[src/rtl/mlch_div.sv]
// Restoring serial divider, one quotient bit per cycle.
// Depends on nothing; used by the histogram top level for all divisions.
`default_nettype none
module mlch_div #(
   parameter int DW = 64,
   parameter int VW = 17
) (
   input  wire logic          clock,
   input  wire logic          reset,
   input  wire logic          start,
   input  wire logic [DW-1:0] dividend,
   input  wire logic [VW-1:0] divisor,
   output logic               busy,
   output logic               done,
   output logic      [DW-1:0] quotient,
   output logic      [VW-1:0] remainder
);

   localparam int CW = $clog2(DW + 1);

   logic [DW-1:0] q_ff;
   logic [VW-1:0] r_ff;
   logic [VW-1:0] d_ff;
   logic [CW-1:0] cnt_ff;
   logic          busy_ff;
   logic          done_ff;
   logic [VW:0]   trial;
   logic [VW:0]   diff;
   logic          ge;

   assign trial = {r_ff, q_ff[DW-1]};
   assign diff  = trial - {1'b0, d_ff};
   assign ge    = trial >= {1'b0, d_ff};

   always_ff @(posedge clock) begin
      if (reset) begin
         busy_ff <= 1'b0;
         done_ff <= 1'b0;
         cnt_ff  <= '0;
      end else begin
         done_ff <= busy_ff && !start && (cnt_ff == CW'(1));
         if (start) begin
            q_ff    <= dividend;
            r_ff    <= '0;
            d_ff    <= divisor;
            cnt_ff  <= CW'(DW);
            busy_ff <= 1'b1;
         end else if (busy_ff) begin
            r_ff   <= ge ? diff[VW-1:0] : trial[VW-1:0];
            q_ff   <= {q_ff[DW-2:0], ge};
            cnt_ff <= cnt_ff - 1'b1;
            if (cnt_ff == CW'(1)) begin
               busy_ff <= 1'b0;
            end
         end
      end
   end

   assign busy      = busy_ff;
   assign done      = done_ff;
   assign quotient  = q_ff;
   assign remainder = r_ff;

endmodule
`default_nettype wire

[config.mk]
export PLATFORM = sky130hd
export DESIGN_NAME = mlch_div
export DESIGN_NICKNAME = d
export VERILOG_FILES = /design/src/rtl/mlch_div.sv
export SDC_FILE = /design/constraint.sdc
export NUM_CORES = 1
export LEC_CHECK = 0
export ABC_AREA = 1
export BUFFER_PORTS_ARGS = -buffer_cell sky130_fd_sc_hd__buf_2
export CORE_MARGIN = 2
export CORE_UTILIZATION = 57
export CTS_CLUSTER_SIZE = 25
export DETAILED_ROUTE_END_ITERATION = 8
export PLACE_DENSITY = 0.93
export REMOVE_ABC_BUFFERS = 1
export SKIP_CTS_REPAIR_TIMING = 1
export SLEW_MARGIN = 5
export SYNTH_ARGS = -nofsm -noshare
export SYNTH_HDL_FRONTEND = slang
export SYNTH_SLANG_ARGS = --single-unit
[constraint.sdc]
create_clock -name clock -period 10.2 [get_ports clock]
set_input_delay 1.02 -clock clock [delete_from_list [all_inputs] [get_ports clock]]
set_output_delay 1.02 -clock clock [all_outputs]
set_load 0.03 [all_outputs]
==> results.cfg, run 1 <==
[outcome]
run_status = complete, no violations

[drt]
drt_iter0_drc = 306
viasPerCell = 4.97
routed_wl_um = 13700
wire_per_inst_um = 13.7
vias = 4967
ant_nets = 0
drt_first_pass_iters = 4
drc = 0

[power]
powerDensity_nw_per_um2 = 157
p_leak_nw = 3.60
peakVddDrop_mv = 0.0832
p_total_mw = 1.08

[logic_synthesis]
synth_cell_types = 33
syn_avg_cell_area_um2 = 8.24
async_flop_share_pct = 0
syn_area_um2 = 5770
synth_warnings = 0
netlist_instances = 701
synthFlopType = edfxtp_1
seq_area_frac_synth_pct = 54.1
ys_ff_latch = 107
synth_edf_count = 98

[setup_path]
worstPathArrival_ps = 3310
crit_start = start
worstSetupEndpointType = flip-flop
reg2reg_from = quotient[63]$_DFFE_PP_
reg2reg_slack_ps = 7620
reg2reg_depth = 11
path_class = input port to flip-flop
required_ps = 10210
cp_max_fo = 68
start_kind = input port

[cts]
cts_buffer_depth = 2
ctsHtreeMaxLevel = 3
clock_latency_ps = 380
cts_root_buffer = clkbuf_8
cts_tree = built
clk_pin_slew_ps = 110
cts_sinks = 107
numCtsBuffers = 9

[sta]
holdWs_ps = 513
relSlewSlack_pct = 26.2
clock_skew_ps = 14.7
final-hold-violation-count = 0
setup_tns_ps = 0
fin_crit_sh_pct = 32.3
max_freq_ghz = 0.304
finalSetupViolations = 0
rsz0062_at_grt = false
slew_viol_final = 0
tightestPinTransition_ps = 1100
period_needed_ps = 3290

[final_layout]
syn_to_final_growth_pct = 19.7
drive_gt1_share_pct = 24.1
fin_nets = 965

[global_route]
antenna_found_initial = 0
grt_pass1_wl_um = 21700
grtUsageTotal_pct = 24.8
first_global_vias = 4719
grt_max_degree = 83
grt-ovfl-total = 0

[flow_run]
cap_violations = 0

[die]
die-width_um = 105
die_h_um = 105
start_util_pct = 58.8
die-area_um2 = 10900
row_count = 36
io_pins = 167
core_area_um2 = 9820

[worst_hold_path]
min_path_cells = 2
holdCritPathClass = flip-flop to flip-flop
hp-start = cnt_ff[6]$_SDFFE_PP0N_

[placed_design]
dp_hpwl_um = 9970
gp_routability_congestion = 0.885
io_buffers = 166
## report_power, final
part,total [mW],switching [mW],internal (mW)
sequential,0.538,0.0185,0.520
clock,0.266,0.163,0.103
combinational,0.278,0.188,0.0893
total,1.08,0.369,0.712
## stage by stage
step                worst slack (ps)  area [µm²]  util, %  cells
finish                          6910        6910     70.3   1000
global route                    6680        6910     70.3    999
global placement                6550        6700     68.2    983
CTS                             6880        6910     70.3    999
floorplan                       3700        5660        -    680
detailed placement              6480        6700     68.2    983
## synth_stat cells (3+ instances only)
| cell | n | area, µm² |
|---|---|---|
| nand2_1 | 315 | 1180 |
| edfxtp_1 | 98 | 2940 |
| inv_1 | 92 | 345 |
| nor2_1 | 56 | 210 |
| nand3_1 | 31 | 155 |
| ha_1 | 19 | 238 |
| clkbuf_1 | 12 | 45.0 |
| a21oi_1 | 10 | 50.1 |
| dfxtp_1 | 9 | 180 |
| nor2_2 | 7 | 43.8 |
| nor3_1 | 6 | 30.0 |
| xor2_1 | 6 | 52.6 |
| nand2_2 | 5 | 31.3 |
| buf_6 | 4 | 45.0 |
| nand3_2 | 4 | 40.0 |
| nand4_1 | 4 | 25.0 |
| buf_1 | 3 | 11.3 |
## layout by cell type (no fill, tap or decap), types with 5 or more instances in the layout
cell type / count
a21oi_1: 9
buf_2: 166
clkbuf_8: 10
dfxtp_1: 9
edfxtp_1: 98
ha_1: 19
inv_1: 91
nand2_1: 315
nand2_2: 5
nand3_1: 31
nor2_1: 56
nor2_2: 7
nor3_1: 6
xor2_1: 6
## kinds of logic (layout without fill, tap and decap cells)
| kind of cell | Yosys count | after routing | share of synthesized area, % |
|---|---|---|---|
| simple gates | 435 | 435 | 30.7 |
| buf+inv | 116 | 281 | 8.11 |
| flops | 107 | 107 | 54.1 |
| fa+ha+maj | 20 | 20 | 4.46 |
| compound gates | 16 | 16 | 1.54 |
| xor+xnor | 7 | 7 | 1.06 |
| other cells | 0 | 1 | 0 |
## state kept, by name, indices dropped and copies added (netlist names)
signal,flops
cnt_ff,7
remainder,17
quotient,64
busy,1
done,1
d_ff,17
## layout make-up
type,count,area [µm²]
inverter,95,357
tap,133,166
multi-input combinational,478,2190
clock inverter,6,67.6
antenna,1,2.50
timing repair buffer,170,861
clock buffer,10,138
fill,795,2910
sequential,107,3120
## worst paths after layout
kind,endpoint
worst min-delay path,cnt_ff[6]$_SDFFE_PP0N_
worst max register to register,remainder[5]$_SDFFCE_PP0P_
worst min register to register,cnt_ff[6]$_SDFFE_PP0N_
worst max-delay path,quotient[29]$_DFFE_PP_
## layer usage
layer | GRT usage [%] | part of all wire, % | vias to the layer above
met3 | 5.30 | 6.8 | 20
met5 | 0 | 0 | -
li1 | - | - | 2506
met2 | 43.6 | 53 | 190
met1 | 29.7 | 39 | 2251
met4 | 10.2 | 1.6 | 0
## worst max-delay path, cell delays in order
cell and delay, ps:
buf_2 70, buf_4 510, inv_2 120, a21oi_4 890, buf_4 670
(Power assumes the default switching activity.)
==> run 2, diff against run 1 <==
Settings changed: CORE_UTILIZATION 57 to 47, PLACE_DENSITY 0.93 to 0.82.
Clock period 10.2 ns to 2.7 ns, I/O delays scaled along.
==> run 2 against run 1 <==
Sequential cell count did not move; critical path type is now flip-flop to flip-flop; power rose to 4.0 times the previous value; clock skew fell by 4.3 ps; worst hold slack got worse by 430 ps; final area rose by 1.6%; global-route usage fell by 3.6 points; first-iteration DRC count fell by 16%.
==> results.cfg, run 2 (synthesized netlist as in run 1, its figures left out) <==
[die]
row_count = 40
start_util_pct = 48.1
die-area_um2 = 13200
core_area_um2 = 12000
die-width_um = 115
io_pins = 167
die_h_um = 115

[drt]
viasPerCell = 4.81
wire_per_inst_um = 13.3
drt_first_pass_iters = 4
ant_nets = 0
vias = 4883
drc = 0
drt_iter0_drc = 257
routed_wl_um = 13500

[cts]
cts_root_buffer = clkbuf_16
cts_buffer_depth = 2
numCtsBuffers = 9
cts_sinks = 107
clock_latency_ps = 360
ctsHtreeMaxLevel = 3
clk_pin_slew_ps = 80
cts_tree = built

[sta]
tightestPinTransition_ps = 833
finalSetupViolations = 0
max_freq_ghz = 0.419
setup_tns_ps = 0
rsz0062_at_grt = false
slew_viol_final = 0
clock_skew_ps = 10.4
final-hold-violation-count = 0
relSlewSlack_pct = 44.5
fin_crit_sh_pct = 88.4
period_needed_ps = 2390

[global_route]
grt_max_degree = 83
grt_pass1_wl_um = 21800
grt-ovfl-total = 0
grtUsageTotal_pct = 21.2
first_global_vias = 4675
antenna_found_initial = 2

[power]
p_total_mw = 4.35
peakVddDrop_mv = 0.333
powerDensity_nw_per_um2 = 620
p_leak_nw = 3.64

[worst_hold_path]
min_path_cells = 1
holdCritPathClass = input port to flip-flop

[setup_path]
start_kind = flip-flop
reg2reg_depth = 10
cp_max_fo = 15
path_class = flip-flop to flip-flop
required_ps = 2790
worstSetupEndpointType = flip-flop
worstPathArrival_ps = 2480

[final_layout]
drive_gt1_share_pct = 24.2
final_util_pct = 58.4
largest_reg_flops = 64
fin_nets = 967
final_common_cell = nand2_1
final_cell_mix = 315 x nand2_1, 166 x buf_2, 98 x edfxtp_1
syn_to_final_growth_pct = 21.5
n_antenna_cell = 0

[placed_design]
dp_hpwl_um = 9910
io_buffers = 166
gp_routability_congestion = 0.931

[outcome]
run_status = complete, no violations

[flow_run]
cap_violations = 0
run 2: changes by cell type in the layout (fill, tap and decap cells not counted), sizes merged:
| cell | change |
|---|---|
| diode | -1 |
| clkbuf | -1 |
| clkinvlp | +1 |
| buf | +2 |
run 2: worst paths after layout:
path	start	endpoint	slack [ps]
hold reg to reg	cnt_ff[6]$_SDFFE_PP0N_	cnt_ff[6]$_SDFFE_PP0N_	480
setup / recovery	quotient[63]$_DFFE_PP_	quotient[0]$_DFFE_PP_	310
setup reg to reg	quotient[63]$_DFFE_PP_	quotient[0]$_DFFE_PP_	310
hold / removal	divisor[7]	d_ff[7]$_DFFE_PP_	80
run 2: layout make-up:
| class | instances | area, µm² |
|---|---|---|
| Inverter | 95 | 357 |
| Timing Repair Buffer | 172 | 876 |
| Clock buffer | 9 | 225 |
| Sequential cell | 107 | 3120 |
| Clock inverter | 7 | 57.6 |
| Tap cell | 147 | 184 |
| Fill cell | 1115 | 5000 |
| Multi-Input combinational cell | 478 | 2190 |
run 2: stage by stage:
| step | area [µm²] | instances | hold WS [ps] | setup slack (ps) |
|---|---|---|---|---|
| final | 7020 | 1015 | 82.0 | 312 |
| after global routing | 7020 | 1015 | 71.8 | 136 |
| after CTS | 7020 | 1015 | 69.5 | 310 |
| after detailed placement | 6730 | 999 | 448 | 295 |
| after global placement | 6730 | 999 | 447 | 366 |
| after floorplan | 5660 | 680 | 339 | -3050 |
run 2: power by group:
group | switching (mW) | total [mW] | internal, mW
registers | 0.0670 | 2.03 | 1.96
clock network | 0.634 | 1.27 | 0.640
logic | 0.707 | 1.05 | 0.340
total | 1.41 | 4.35 | 2.94
run 2: layer usage:
metal | vias up | wire, µm | global-route usage (%)
met5 | - | 11 | 0
met1 | 2196 | 5730 | 25.8
met3 | 27 | 874 | 5.06
li1 | 2514 | - | -
met2 | 144 | 6560 | 35.9
met4 | 2 | 364 | 9.56
run 2: critical path, cell delays in order, from the launching register on:
cell	delay, ps
edfxtp_1	370
inv_1	80
ha_1	140
inv_1	80
fa_1	430
nand3_1	130
nand3_2	120
nand2_4	220
inv_2	70
nor2_4	350
o21ai_0	120
==> run 3, diff against run 2 <==
Settings changed: MAX_ROUTING_LAYER set to met4, PLACE_DENSITY 0.82 to 0.83.
==> run 3 against run 2 <==
Combinational power is essentially flat; routed wire length grew 2.0%; maximum frequency shrank 0.56%; sequential cell count is the same; first-iteration DRC count grew 23%; global-route usage grew 0.97 points; final cell count grew 0.30%; critical path type unchanged; largest cell class unchanged.
==> results.cfg, run 3 (synthesized netlist as in run 1, its figures left out) <==
[outcome]
run_status = complete, no violations

[die]
io_pins = 167
die_h_um = 115
die-width_um = 115
row_count = 40
start_util_pct = 48.1
core_area_um2 = 12000
die-area_um2 = 13200

[final_layout]
largest_reg_flops = 64
final_util_pct = 58.5
syn_to_final_growth_pct = 21.8
final_cell_mix = 315 x nand2_1, 166 x buf_2, 98 x edfxtp_1
fillCellCount = 1111
fin_nets = 968
drive_gt1_share_pct = 24.3
final_common_cell = nand2_1

[power]
power_frac_seq_pct = 46.5
p_clk_share_pct = 29.4
p_leak_nw = 3.64
switchingPower_mw = 1.40
powerDensity_nw_per_um2 = 621
comb_power_share_pct = 24.1
p_int_mw = 2.96
peakVddDrop_mv = 0.367
switching_share_pct = 32.1
p_total_mw = 4.37

[sta]
relSlewSlack_pct = 57.4
max_freq_ghz = 0.416
period_needed_ps = 2400
slew_viol_final = 0
finalSetupViolations = 0
holdWs_ps = 86.5
tightestPinTransition_ps = 639
clock_skew_ps = 11.7
fin_crit_sh_pct = 88.9
final-hold-violation-count = 0
finalWorstSetupSlack_ps = 298
rsz0062_at_grt = false
setup_tns_ps = 0

[setup_path]
start_kind = flip-flop
path_cells = inv_1, ha_1, inv_1, fa_1, nand3_1, nand3_2, nand2_4, inv_2, nor2_4, o21ai_0
required_ps = 2790
crit_path_max_incr_delay_ps = 420
path_class = flip-flop to flip-flop
reg2reg_slack_ps = 300
worstPathArrival_ps = 2500
cp_slowest_cell = fa_1
critPathMostFrequentCell = inv_1
cp_max_fo = 15
worstSetupEndpointType = flip-flop

[flow_run]
cap_violations = 0

[cts]
clock_latency_ps = 360
clk_pin_slew_ps = 70
ctsHtreeMaxLevel = 3
cts_root_buffer = clkbuf_16
cts_tree = built
cts_buffer_depth = 2
cts_sinks = 107
numCtsBuffers = 9

[global_route]
grt_pass1_wl_um = 21900
first_global_vias = 4644
antenna_found_initial = 2
grtUsageTotal_pct = 22.2
grt_max_degree = 57
grt-ovfl-total = 0

[placed_design]
io_buffers = 166
dp_hpwl_um = 10300
pre_cts_ws_ps = 307
gp_routability_congestion = 0.973

[drt]
wire_per_inst_um = 13.6
vias = 4908
drt_first_pass_iters = 7
drc = 0
routed_wl_um = 13800
drt_iter0_drc = 317
viasPerCell = 4.82
ant_nets = 0

[worst_hold_path]
holdCritPathClass = input port to flip-flop
[run 3: cell types whose count changed in the layout (fill, tap and decap cells not counted), sizes merged]
cell,delta
buf,+1
clkbuf,+1
clkinv,-1
clkinvlp,+1
diode,+2
inv,-1
[run 3: worst paths after layout]
| path | from | endpoint | cells past startpoint |
|---|---|---|---|
| hold / removal | divisor[10] | d_ff[10]$_DFFE_PP_ | 1 |
| setup / recovery | quotient[63]$_DFFE_PP_ | quotient[0]$_DFFE_PP_ | 10 |
| hold reg to reg | cnt_ff[6]$_SDFFE_PP0N_ | cnt_ff[6]$_SDFFE_PP0N_ | 2 |
| setup reg to reg | quotient[63]$_DFFE_PP_ | quotient[0]$_DFFE_PP_ | 10 |
[run 3: worst max-delay path: cells and delay by family (launching register included)]
| family | cells | cell delay, ps |
|---|---|---|
| and+or+nand+nor | 4 | 800 |
| adders and majority gates | 2 | 580 |
| DFF | 1 | 380 |
| buffers and inverters | 3 | 240 |
| AOI/OAI and AO/OA | 1 | 130 |
[run 3: final cells by class]
type	count	area, µm²	area share, %
Sequential cell	107	3120	44.4
Multi-Input combinational cell	478	2190	31.2
Timing Repair Buffer	173	883	12.6
Inverter	95	357	5.07
Clock buffer	10	239	3.40
Tap cell	147	184	2.62
Clock inverter	6	47.5	0.676
Antenna cell	2	5.00	0.0712
[run 3: power by group through the flow]
stage	logic, mW	registers [mW]	clock network (mW)
final	1.05	2.03	1.28
after global placement	1.03	2.06	0
after floorplan	0.551	2.25	0
after CTS	1.05	2.03	1.31
after detailed placement	1.05	2.07	0
after global routing	1.18	2.04	1.37
[run 3: metrics by stage]
stage          cell area [µm²]  std cells
2_1_floorplan             5660        680
3_3_place_gp              6740       1000
3_5_place_dp              6740       1000
4_1_cts                   7030       1016
5_1_grt                   7030       1018
6_report                  7030       1018
[run 3: per-layer routing]
metal / global-route usage [%] / wire, µm
met1: 27.7 / 5990
met2: 35.7 / 6560
met3: 4.32 / 928
met4: 8.76 / 327
met5: - / 0
